[config.mk]
export PLATFORM = sky130hd
export DESIGN_NAME = png_cicp_chunk_scanner
export DESIGN_NICKNAME = d
export VERILOG_FILES = /design/src/design/pcicp_pkg.sv /design/src/design/png_cicp_chunk_scanner.sv /design/src/design/pcicp_crc_step.sv /design/src/design/pcicp_verdict.sv
export SDC_FILE = /design/constraint.sdc
export NUM_CORES = 1
export LEC_CHECK = 0
export ABC_AREA = 1
export CAP_MARGIN = 0
export CORE_MARGIN = 1
export CORE_UTILIZATION = 39
export CTS_CLUSTER_DIAMETER = 60
export DETAILED_ROUTE_END_ITERATION = 12
export DONT_BUFFER_PORTS = 1
export PLACE_DENSITY_LB_ADDON = 0.15
export SYNTH_ARGS = -nofsm -noshare
export SYNTH_HDL_FRONTEND = slang
export SYNTH_HIERARCHICAL = 1
export SYNTH_SLANG_ARGS = --single-unit
[constraint.sdc]
create_clock -name i_clk -period 6 [get_ports i_clk]
set_clock_uncertainty 0.05 [all_clocks]
set_input_delay 0.6 -clock i_clk [delete_from_list [all_inputs] [get_ports i_clk]]
set_output_delay 0.6 -clock i_clk [all_outputs]
set_load 0.01 [all_outputs]
[src/design/pcicp_pkg.sv]
// ----------------------------------------------------------------------------
// PNG cICP scanner package
// Shared types and constants for the PNG cICP chunk scanner.
// ----------------------------------------------------------------------------
package pcicp_pkg;

    localparam int unsigned SIG_LEN    = 8;
    localparam int unsigned OFF_W      = 33;
    localparam logic [31:0] CRC_POLY   = 32'hEDB8_8320;
    localparam logic [31:0] CRC_INIT   = 32'hFFFF_FFFF;
    localparam logic [31:0] TYPE_IDAT  = 32'h4944_4154;
    localparam logic [31:0] TYPE_CICP  = 32'h6349_4350;

    localparam logic [1:0] PHASE_SCAN = 2'd0;
    localparam logic [1:0] PHASE_STOP = 2'd1;
    localparam logic [1:0] PHASE_FAIL = 2'd2;

    localparam logic [1:0] STATUS_OK          = 2'd0;
    localparam logic [1:0] STATUS_TRUNCATED   = 2'd1;
    localparam logic [1:0] STATUS_INVALID     = 2'd2;
    localparam logic [1:0] STATUS_UNSUPPORTED = 2'd3;

    typedef struct packed {
        logic       present;
        logic       full_range;
        logic [7:0] transfer;
        logic [7:0] primaries;
    } t_cicp_fields;

    localparam t_cicp_fields CICP_FIELDS_RESET = '{
        present:    1'b0,
        full_range: 1'b1,
        transfer:   8'd13,
        primaries:  8'd1
    };

    typedef struct packed {
        logic [1:0]   phase;
        logic         truncated;
        t_cicp_fields fields;
    } t_verdict_in;

endpackage

[src/design/png_cicp_chunk_scanner.sv]
// ----------------------------------------------------------------------------
// PNG cICP chunk scanner
// Walks the chunks of a PNG byte stream, validates a cICP chunk and reports
// its color codes once per file.
//
// The input channel carries one file byte per item in s_tdata[7:0], with
// s_tlast on the final byte of the file. The first eight bytes are skipped as
// the signature, then each chunk's length, type, data and CRC are tracked
// until a whole IDAT chunk has gone by or a cICP chunk fails its checks.
// Unless stalled, a byte is taken every cycle; the CRC-32 advances one byte
// per cycle and the chunk bookkeeping keeps a 33-bit offset against precomputed
// bounds. The item with s_tlast produces exactly one result item on the output
// channel, visible on m_tvalid the cycle after it is accepted; other bytes
// produce nothing. After that item all scan state returns to its reset value
// for the next file. The result sits in an output register: the block keeps
// taking bytes while it waits, and only stops taking bytes (s_tready low)
// when a result is held and m_tready is low. Synchronous active-low reset
// clears the scan state and drops m_tvalid.
// ----------------------------------------------------------------------------
module png_cicp_chunk_scanner
    import pcicp_pkg::*;
(
    input  logic        i_clk,
    input  logic        i_rst_n,
    input  logic        s_tvalid,
    output logic        s_tready,
    input  logic [7:0]  s_tdata,   // [7:0] data_byte
    input  logic        s_tlast,   // last_byte
    output logic        m_tvalid,
    input  logic        m_tready,
    output logic [23:0] m_tdata    // [1:0] status, [2] cicp_present,
                                   // [10:3] primaries_code, [18:11] transfer_code,
                                   // [19] full_range, [23:20] zero
);

    logic [3:0]         r_sig, n_sig;
    logic [OFF_W-1:0]   r_off, n_off;
    logic [OFF_W-1:0]   r_data_end, n_data_end;
    logic [OFF_W-1:0]   r_chunk_end, n_chunk_end;
    logic [31:0]        r_len, n_len;
    logic [31:0]        r_type, n_type;
    logic [31:0]        r_crc, n_crc;
    logic [31:0]        r_stored, n_stored;
    logic [31:0]        r_held, n_held;
    t_cicp_fields       r_fields, n_fields;
    logic [1:0]         r_phase, n_phase;
    logic               r_out_valid;
    logic [23:0]        r_out_data;

    logic               accept;
    logic [OFF_W-1:0]   off_next;
    logic               past_header;
    logic               in_data;
    logic [31:0]        crc_stepped;
    logic               cicp_bad;
    t_verdict_in        verdict_in;
    logic [1:0]         status;

    assign s_tready = !r_out_valid || m_tready;
    assign accept   = s_tvalid && s_tready;
    assign m_tvalid = r_out_valid;
    assign m_tdata  = r_out_data;

    assign off_next    = r_off + OFF_W'(1);
    assign past_header = (r_off >= OFF_W'(4));
    assign in_data     = past_header && (r_off < r_data_end);

    pcicp_crc_step u_crc (
        .i_crc  (r_crc),
        .i_byte (s_tdata),
        .o_crc  (crc_stepped)
    );

    always_comb begin
        n_sig       = r_sig;
        n_off       = r_off;
        n_data_end  = r_data_end;
        n_chunk_end = r_chunk_end;
        n_len       = r_len;
        n_type      = r_type;
        n_crc       = r_crc;
        n_stored    = r_stored;
        n_held      = r_held;
        n_fields    = r_fields;
        n_phase     = r_phase;
        cicp_bad    = 1'b0;

        if (r_sig < 4'(SIG_LEN)) begin
            n_sig = r_sig + 4'd1;
        end else if (r_phase == PHASE_SCAN) begin
            if (!past_header) begin
                n_len = {r_len[23:0], s_tdata};
                if (r_off[1:0] == 2'd3) begin
                    n_data_end  = {1'b0, n_len} + OFF_W'(8);
                    n_chunk_end = {1'b0, n_len} + OFF_W'(12);
                end
            end else if (r_off < OFF_W'(8)) begin
                n_type = {r_type[23:0], s_tdata};
            end
            if (in_data) begin
                n_crc = crc_stepped;
            end
            if (in_data && r_off >= OFF_W'(8) && r_off < OFF_W'(12)) begin
                n_held = {r_held[23:0], s_tdata};
            end
            if (past_header && !in_data) begin
                n_stored = {r_stored[23:0], s_tdata};
            end
            if (past_header && off_next == r_chunk_end) begin
                cicp_bad = (r_len != 32'd4) || r_fields.present
                        || (~r_crc != n_stored) || (r_held[15:8] != 8'd0)
                        || (r_held[7:0] > 8'd1);
                if (r_type == TYPE_IDAT) begin
                    n_phase = PHASE_STOP;
                end else if (r_type == TYPE_CICP) begin
                    if (cicp_bad) begin
                        n_phase = PHASE_FAIL;
                    end else begin
                        n_fields = '{
                            present:    1'b1,
                            full_range: r_held[0],
                            transfer:   r_held[23:16],
                            primaries:  r_held[31:24]
                        };
                    end
                end
                n_off = '0;
                n_crc = CRC_INIT;
            end else begin
                n_off = off_next;
            end
        end
    end

    always_comb begin
        verdict_in.phase     = n_phase;
        verdict_in.truncated = (n_off >= OFF_W'(12));
        verdict_in.fields    = n_fields;
    end

    pcicp_verdict u_verdict (
        .i_verdict (verdict_in),
        .o_status  (status)
    );

    always_ff @(posedge i_clk) begin
        if (!i_rst_n) begin
            r_sig       <= '0;
            r_off       <= '0;
            r_data_end  <= '0;
            r_chunk_end <= '0;
            r_crc       <= CRC_INIT;
            r_fields    <= CICP_FIELDS_RESET;
            r_phase     <= PHASE_SCAN;
        end else if (accept) begin
            if (s_tlast) begin
                r_sig       <= '0;
                r_off       <= '0;
                r_data_end  <= '0;
                r_chunk_end <= '0;
                r_crc       <= CRC_INIT;
                r_fields    <= CICP_FIELDS_RESET;
                r_phase     <= PHASE_SCAN;
            end else begin
                r_sig       <= n_sig;
                r_off       <= n_off;
                r_data_end  <= n_data_end;
                r_chunk_end <= n_chunk_end;
                r_crc       <= n_crc;
                r_fields    <= n_fields;
                r_phase     <= n_phase;
            end
        end
    end

    always_ff @(posedge i_clk) begin
        if (accept) begin
            r_len    <= n_len;
            r_type   <= n_type;
            r_stored <= n_stored;
            r_held   <= n_held;
        end
    end

    always_ff @(posedge i_clk) begin
        if (!i_rst_n) begin
            r_out_valid <= 1'b0;
        end else if (accept && s_tlast) begin
            r_out_valid <= 1'b1;
        end else if (m_tready) begin
            r_out_valid <= 1'b0;
        end
    end

    always_ff @(posedge i_clk) begin
        if (accept && s_tlast) begin
            r_out_data <= {4'd0, n_fields.full_range, n_fields.transfer,
                           n_fields.primaries, n_fields.present, status};
        end
    end

    a_sig_bounded: assert property (@(posedge i_clk) disable iff (!i_rst_n)
        r_sig <= 4'(SIG_LEN))
        else $error("signature counter ran past the signature");

    a_last_gives_result: assert property (@(posedge i_clk) disable iff (!i_rst_n)
        (s_tvalid && s_tready && s_tlast) |=> m_tvalid)
        else $error("final byte did not produce a result item");

    a_halt_clears_offset: assert property (@(posedge i_clk) disable iff (!i_rst_n)
        (r_phase != PHASE_SCAN) |-> (r_off == '0))
        else $error("chunk offset nonzero after scanning stopped");

    a_no_result_mid_file: assert property (@(posedge i_clk) disable iff (!i_rst_n)
        (!m_tvalid && !(s_tvalid && s_tready && s_tlast)) |=> !m_tvalid)
        else $error("result item appeared without a final byte");

endmodule

[src/design/pcicp_crc_step.sv]
// ----------------------------------------------------------------------------
// CRC-32 byte step
// Advances a reflected CRC-32 register by one byte, all eight bits at once.
// ----------------------------------------------------------------------------
module pcicp_crc_step
    import pcicp_pkg::*;
(
    input  logic [31:0] i_crc,
    input  logic [7:0]  i_byte,
    output logic [31:0] o_crc
);

    always_comb begin
        logic [31:0] c;
        c = i_crc ^ {24'd0, i_byte};
        for (int k = 0; k < 8; k++) begin
            c = (c >> 1) ^ (CRC_POLY & {32{c[0]}});
        end
        o_crc = c;
    end

endmodule

[src/design/pcicp_verdict.sv]
// ----------------------------------------------------------------------------
// cICP verdict
// Turns the scan outcome and the held cICP codes into the stream status.
// ----------------------------------------------------------------------------
module pcicp_verdict
    import pcicp_pkg::*;
(
    input  t_verdict_in i_verdict,
    output logic [1:0]  o_status
);

    localparam logic [7:0] CP_BT709   = 8'd1;
    localparam logic [7:0] CP_BT2020  = 8'd9;
    localparam logic [7:0] CP_P3D65   = 8'd12;
    localparam logic [7:0] TF_BT709   = 8'd1;
    localparam logic [7:0] TF_GAMMA22 = 8'd4;
    localparam logic [7:0] TF_GAMMA28 = 8'd5;
    localparam logic [7:0] TF_BT601   = 8'd6;
    localparam logic [7:0] TF_LINEAR  = 8'd8;
    localparam logic [7:0] TF_SRGB    = 8'd13;
    localparam logic [7:0] TF_BT2020A = 8'd14;
    localparam logic [7:0] TF_BT2020B = 8'd15;
    localparam logic [7:0] TF_PQ      = 8'd16;
    localparam logic [7:0] TF_HLG     = 8'd18;

    logic prim_ok;
    logic tf_ok;
    logic combo_ok;

    always_comb begin
        case (i_verdict.fields.primaries) inside
            CP_BT709, CP_BT2020, CP_P3D65: prim_ok = 1'b1;
            default:                       prim_ok = 1'b0;
        endcase
        case (i_verdict.fields.transfer) inside
            TF_BT709, TF_GAMMA22, TF_GAMMA28, TF_BT601, TF_LINEAR, TF_SRGB,
            TF_BT2020A, TF_BT2020B, TF_PQ, TF_HLG: tf_ok = 1'b1;
            default:                               tf_ok = 1'b0;
        endcase
        combo_ok = (i_verdict.fields.transfer != TF_HLG)
                || (i_verdict.fields.primaries == CP_BT2020);
    end

    always_comb begin
        if (i_verdict.phase == PHASE_FAIL) begin
            o_status = STATUS_INVALID;
        end else if (i_verdict.phase == PHASE_SCAN && i_verdict.truncated) begin
            o_status = STATUS_TRUNCATED;
        end else if (i_verdict.fields.present && !(prim_ok && tf_ok && combo_ok)) begin
            o_status = STATUS_UNSUPPORTED;
        end else begin
            o_status = STATUS_OK;
        end
    end

endmodule
==> results.sh, run 1 <==
export IMPL_crit_type="reg -> reg"
export IMPL_period_needed_ns=5.26
export IMPL_netlist_area_sq_um=17900
export IMPL_synth_cell_types=53
export IMPL_crit_path_max_incr_delay_ns=0.58
export IMPL_vias=15700
export IMPL_preCtsSetupSlack_ns=0.567
export IMPL_holdPathEnd="r_len[3]$_DFFE_PP_"
export IMPL_initialDrtViolationCount=1175
export IMPL_finalHoldViolCount=0
export IMPL_rsz0062_at_grt="no"
export IMPL_initial_core_util=0.395
export IMPL_dieArea_sq_um=46700
export IMPL_cp_start_kind="flop"
export IMPL_pin_count=39
export IMPL_drt_total_wl_microns=55200
export IMPL_finalSetupViolCount=0
export IMPL_synthArstFlopShare=0
export IMPL_grt_use_total=0.238
export IMPL_io_buffers=0
export IMPL_hold_start="s_tdata[3]"
export IMPL_synth_top_cell_by_area="edfxtp_1"
export IMPL_ys_top_cells_by_area="edfxtp_1, dfxtp_1, nand2_1"
export IMPL_r2r_start="r_off[26]$_SDFFE_PN0P_"
export IMPL_antennaDiodeCount=0
export IMPL_maxSlewViolCount=0
export IMPL_slew_headroom=0.272
export IMPL_cts_root_buffer="clkbuf_16"
export IMPL_setup_ws_ns=0.737
export IMPL_yosysSeqAreaShare=0.421
export IMPL_synthCells=2414
export IMPL_grt_max_degree=81
export IMPL_die_h_microns=216
export IMPL_power_density_nw_per_um2=261
export IMPL_clk_insertion_delay_late_ns=0.59
export IMPL_startpoint="r_off[26]$_SDFFE_PN0P_"
export IMPL_place_hpwl_microns=39900
export IMPL_tightest_slew_ns=1.09
export IMPL_critical_path_arrival_ns=5.55
export IMPL_r2r_slack_ns=0.74
export IMPL_grt_pass1_vias=14700
export IMPL_yosysTopAreaCellShare=0.249
export IMPL_cts_buffers=40
export IMPL_fmax_ghz=0.190
export IMPL_min_path_type="in -> reg"
export IMPL_place_area_sq_um=18400
export IMPL_cts_reportedPaths_clkPinSlew_ns=0.06
export IMPL_syn_to_final_growth_pct=10.8
export IMPL_cts_setup_buffers=0
export IMPL_ir_drop_v=0.000183
export IMPL_cp_common_cell="nand2_1"
export IMPL_drc=0
export IMPL_gp_congestion=0.967
export IMPL_grt_antenna_before_repair=0
export IMPL_layout_nets=2439
export IMPL_cap_viol_max_count=0
export IMPL_grt_ovfl_total=0
export IMPL_cp_max_fo=27
export IMPL_die_w_microns=216
export IMPL_drive_above_1_share=0.0674
export IMPL_p_leak_nw=8.58
export IMPL_fin_area_sq_um=19800
export IMPL_coreArea_sq_um=45300
export IMPL_post_route_period_util=0.877
export IMPL_synth_edf_count=148
export IMPL_rows=78
export IMPL_wl_per_cell_microns=18.3
export IMPL_hold_depth=0
export IMPL_htree_num_levels=2
export IMPL_critPathCaptureType="flop"
export IMPL_cp_data_required_time_ns=6.29
export IMPL_ant_nets=0
export IMPL_tritoncts="built"
export IMPL_syn_avg_cell_area_sq_um=7.41
export IMPL_ys_ff_latch=302
export IMPL_yosysWarnings=6
export IMPL_critPathSlowestCell="nor2_2"
export IMPL_cts_max_path_buffers=3
export IMPL_status="completed"
export IMPL_synth_ff_type="dfxtp_1"
export IMPL_r2r_end="m_tdata[1]$_DFFE_PP_"
export IMPL_viasPerCell=5.21
export IMPL_cts_sinks=302
export IMPL_tns_ns=0
export IMPL_grt_pass1_wl_microns=86400
export IMPL_drt_first_pass_iters=5
export IMPL_reg2regPathDepth=29
-- synthesized netlist by cell type (8+ instances only) --
master,count
nand3_1,179
nand4_1,42
buf_4,8
xor2_1,64
nor3_1,55
ha_1,39
a22oi_1,14
o211ai_1,30
nand2_1,614
o21ai_1,13
inv_2,9
edfxtp_1,148
inv_1,328
nand2_2,22
a21oi_1,133
clkbuf_1,57
a211oi_1,20
and2_1,13
buf_2,15
dfxtp_1,154
nor4_1,18
xnor2_1,12
nand3b_1,19
a31oi_1,29
o31ai_1,17
nor2_1,210
o21ai_0,88
nand2_4,13
-- layout by cell type, fill, tap and decap left out, types with 5 or more instances in the layout --
| cell | netlist | layout |
|---|---|---|
| a211oi_1 | 20 | 20 |
| a21oi_1 | 133 | 133 |
| a22oi_1 | 14 | 14 |
| a31oi_1 | 29 | 29 |
| and2_1 | 13 | 13 |
| buf_4 | 8 | 19 |
| clkbuf_16 | 0 | 41 |
| clkbuf_8 | 0 | 5 |
| clkinv_2 | 0 | 5 |
| dfxtp_1 | 154 | 154 |
| edfxtp_1 | 148 | 148 |
| ha_1 | 39 | 39 |
| inv_1 | 328 | 328 |
| inv_2 | 9 | 9 |
| nand2_1 | 614 | 613 |
| nand2_2 | 22 | 23 |
| nand2_4 | 13 | 13 |
| nand3_1 | 179 | 179 |
| nand3b_1 | 19 | 19 |
| nand4_1 | 42 | 42 |
| nor2_1 | 210 | 203 |
| nor2_2 | 6 | 10 |
| nor3_1 | 55 | 54 |
| nor4_1 | 18 | 18 |
| o211ai_1 | 30 | 30 |
| o21ai_0 | 88 | 88 |
| o21ai_1 | 13 | 13 |
| o31ai_1 | 17 | 17 |
| xnor2_1 | 12 | 12 |
| xor2_1 | 64 | 64 |
-- critical path: cells and delay by family (launching register included) --
family / cells / cell delay, ns
compound gates: 2 / 0.50
fa+ha+maj: 1 / 0.30
buf+inv: 2 / 0.36
flops: 1 / 0.48
simple gates: 24 / 3.34
-- worst max path at each step --
stage	to	slack (ns)	cells past startpoint
2_1_floorplan	r_type[0]$_DFFE_PP_	0.55	6
3_3_place_gp	m_tdata[1]$_DFFE_PP_	0.59	22
3_5_place_dp	m_tdata[1]$_DFFE_PP_	0.57	22
4_1_cts	m_tdata[1]$_DFFE_PP_	0.58	22
5_1_grt	m_tdata[0]$_DFFE_PP_	0.22	27
6_report	m_tdata[1]$_DFFE_PP_	0.74	29
-- where the power goes --
| part | internal, mW | switching (mW) |
|---|---|---|
| combinational | 0.141 | 0.278 |
| clock | 1.51 | 1.01 |
| sequential | 2.19 | 0.0408 |
| total | 3.84 | 1.32 |
-- metal layers --
| layer | track usage | up-vias | share of wire |
|---|---|---|---|
| li1 | - | 7898 | - |
| met5 | 0 | - | 0 |
| met3 | 0.0324 | 81 | 0.045 |
| met2 | 0.370 | 354 | 0.44 |
| met1 | 0.341 | 7394 | 0.49 |
| met4 | 0.0784 | 0 | 0.026 |
-- sequential cells by signal, summed over array words and instances, names as in the netlist --
| register | count |
|---|---|
| r_held | 32 |
| r_phase | 2 |
| r_off | 33 |
| r_data_end | 33 |
| r_chunk_end | 31 |
| r_crc | 32 |
| r_fields | 18 |
| r_sig | 4 |
| r_len | 32 |
| m_tvalid | 1 |
| r_type | 32 |
| r_stored | 32 |
| m_tdata | 20 |
-- kinds of logic (layout without fill, tap and decap cells) --
family	after synthesis	in the layout	synth area share
adder cells (fa/ha/maj)	39	39	0.0273
flip-flops	302	302	0.421
AND/OR/NAND/NOR	1208	1208	0.299
XOR/XNOR	83	83	0.0440
AO/OA/AOI/OAI	351	351	0.113
other	1	4	0.000210
buffers and inverters	430	431	0.0955
-- through the flow --
stage	total power [mW]	hold WS (ns)	instances	util
CTS	5.23	0.0201	3018	0.437
finish	5.17	0.0542	3018	0.438
detailed placement	2.69	0.385	2945	0.406
global route	5.36	0.0234	3018	0.438
floorplan	2.59	0.374	2417	-
global placement	2.69	0.383	2945	0.406
-- final cells by class --
cell class | instances | area (sq um)
Clock buffer | 50 | 1110
Clock inverter | 23 | 292
Fill cell | 4666 | 25500
Inverter | 338 | 1270
Multi-Input combinational cell | 1685 | 8700
Sequential cell | 302 | 7530
Tap cell | 600 | 751
Timing Repair Buffer | 20 | 163
-- repair_timing --
action	CTS	global route
resized for setup	0	1
endpoints found under the setup margin	0	1
hold buffers	0	0
(Power assumes the default switching activity.)
==> run 2, diff against run 1 <==
--- a/config.mk
+++ b/config.mk
@@ -8,5 +8,5 @@
 export ABC_AREA = 1
-export CAP_MARGIN = 0
 export CORE_MARGIN = 1
 export CORE_UTILIZATION = 39
+export CTS_BUF_LIST = sky130_fd_sc_hd__clkbuf_8
 export CTS_CLUSTER_DIAMETER = 60
--- a/constraint.sdc
+++ b/constraint.sdc
@@ -4,2 +4,2 @@
 set_output_delay 0.6 -clock i_clk [all_outputs]
-set_load 0.01 [all_outputs]
+set_load 0.1 [all_outputs]
==> results.sh, run 2 (same netlist as run 1, synthesis figures left out) <==
export IMPL_clk_insertion_delay_late_ns=0.67
export IMPL_gp_congestion=0.923
export IMPL_drive_above_1_share=0.0695
export IMPL_multi_input_area_sq_um=8690
export IMPL_min_path_type="in -> reg"
export IMPL_setup_ws_ns=0.503
export IMPL_period_needed_ns=5.50
export IMPL_ir_drop_v=0.000157
export IMPL_status="completed"
export IMPL_fin_cells=3060
export IMPL_critPathCaptureType="flop"
export IMPL_drc=0
export IMPL_critical_path_arrival_ns=5.87
export IMPL_cp_common_cell="nand2_1"
export IMPL_grt_antenna_before_repair=0
export IMPL_dieArea_sq_um=46700
export IMPL_rows=78
export IMPL_critPathSlowestCell="nand3_2"
export IMPL_top_regs="r_data_end x33, r_off x33"
export IMPL_ant_nets=0
export IMPL_whs_ns=0.0607
export IMPL_cp_max_fo=28
export IMPL_crit_type="reg -> reg"
export IMPL_place_hpwl_microns=40500
export IMPL_vias=16000
export IMPL_cap_viol_max_count=0
export IMPL_fin_util=0.434
export IMPL_fmax_ghz=0.182
export IMPL_cts_buffers=55
export IMPL_cts_root_buffer="clkbuf_8"
export IMPL_htree_num_levels=2
export IMPL_cts_sinks=302
export IMPL_grt_pass1_vias=15100
export IMPL_initialDrtViolationCount=1373
export IMPL_drt_total_wl_microns=58100
export IMPL_slew_headroom=0.263
export IMPL_p_leak_nw=8.61
export IMPL_die_h_microns=216
export IMPL_dp_cells=2945
export IMPL_tightest_slew_ns=1.10
export IMPL_pin_count=39
export IMPL_coreArea_sq_um=45300
export IMPL_preCtsSetupSlack_ns=0.541
export IMPL_grt_ovfl_total=0
export IMPL_layout_nets=2467
export IMPL_wl_per_cell_microns=19.0
export IMPL_tns_ns=0
export IMPL_place_area_sq_um=18400
export IMPL_post_route_period_util=0.916
export IMPL_cts_reportedPaths_clkPinSlew_ns=0.06
export IMPL_total_power_mw=4.71
export IMPL_fillers=4673
export IMPL_register_area_sq_um=7530
export IMPL_grt_max_degree=72
export IMPL_grt_use_total=0.249
export IMPL_rsz0062_at_grt="no"
export IMPL_cp_start_kind="flop"
export IMPL_maxSlewViolCount=0
export IMPL_finalHoldViolCount=0
export IMPL_layout_common_cells="nand2_1, inv_1, nor2_1"
export IMPL_grt_pass1_wl_microns=89300
export IMPL_crit_path_max_incr_delay_ns=0.56
export IMPL_mostFrequentLayoutCell="nand2_1"
export IMPL_cp_data_required_time_ns=6.38
export IMPL_io_buffers=0
export IMPL_ctsResizeCount=0
export IMPL_syn_to_final_growth_pct=9.87
export IMPL_drt_first_pass_iters=5
export IMPL_power_density_nw_per_um2=240
export IMPL_initial_core_util=0.395
export IMPL_viasPerCell=5.22
export IMPL_tritoncts="built"
export IMPL_cts_max_path_buffers=3
export IMPL_die_w_microns=216
export IMPL_fin_area_sq_um=19600
export IMPL_finalSetupViolCount=0
run 2: cell types whose count changed in the layout (fill, tap and decap cells not counted), moves of 2 or more:
| cell | before | now |
|---|---|---|
| bufinv_16 | 4 | 2 |
| clkinv_16 | 2 | 0 |
| clkbuf_1 | 4 | 0 |
| clkbuf_8 | 5 | 63 |
| clkbuf_16 | 41 | 0 |
| dlygate4sd3_1 | 0 | 12 |
| clkinvlp_4 | 3 | 1 |
| inv_6 | 4 | 0 |
| inv_1 | 328 | 352 |
run 2: path summary, 6_finish.rpt:
kind                          start                     endpoint  slack, ns  cells past startpoint
max          r_off[26]$_SDFFE_PN0P_         m_tdata[1]$_DFFE_PP_       0.50                     29
min                         i_rst_n  r_chunk_end[4]$_SDFFE_PN0P_       0.06                      2
max reg2reg  r_off[26]$_SDFFE_PN0P_         m_tdata[1]$_DFFE_PP_       0.50                     29
min reg2reg     r_type[7]$_DFFE_PP_         r_type[15]$_DFFE_PP_       0.38                      0
run 2: critical path: cells and delay by family (launching register included):
family                   cells  cell delay [ns]
AND/OR/NAND/NOR             23             3.32
flip-flops                   1             0.51
adder cells (fa/ha/maj)      1             0.30
buffers and inverters        3             0.46
AO/OA/AOI/OAI                2             0.60
run 2: what timing repair did:
| action | in CTS | in global routing |
|---|---|---|
| hold endpoints to repair | 45 | 0 |
| hold buffers | 13 | 0 |
| buffers inserted | 0 | 0 |
run 2: metal layers:
| metal | part of all wire | wire [microns] | track usage |
|---|---|---|---|
| met1 | 0.48 | 27800 | 0.356 |
| met2 | 0.44 | 25600 | 0.386 |
| met3 | 0.055 | 3200 | 0.0344 |
| met4 | 0.027 | 1540 | 0.0772 |
| met5 | 0 | 0 | 0 |
run 2: final cells by class:
class | instances | share of cell area
Sequential cell | 302 | 0.383
Antenna cell | 1 | 0.000127
Tap cell | 600 | 0.0382
Inverter | 338 | 0.0646
Clock inverter | 38 | 0.0117
Clock buffer | 63 | 0.0441
Multi-Input combinational cell | 1685 | 0.443
Timing Repair Buffer | 33 | 0.0154
run 2: power breakdown:
part / internal, mW / switching [mW] / total (mW)
Sequential: 2.19 / 0.0744 / 2.27
Combinational: 0.148 / 0.307 / 0.455
Clock: 1.05 / 0.937 / 1.98
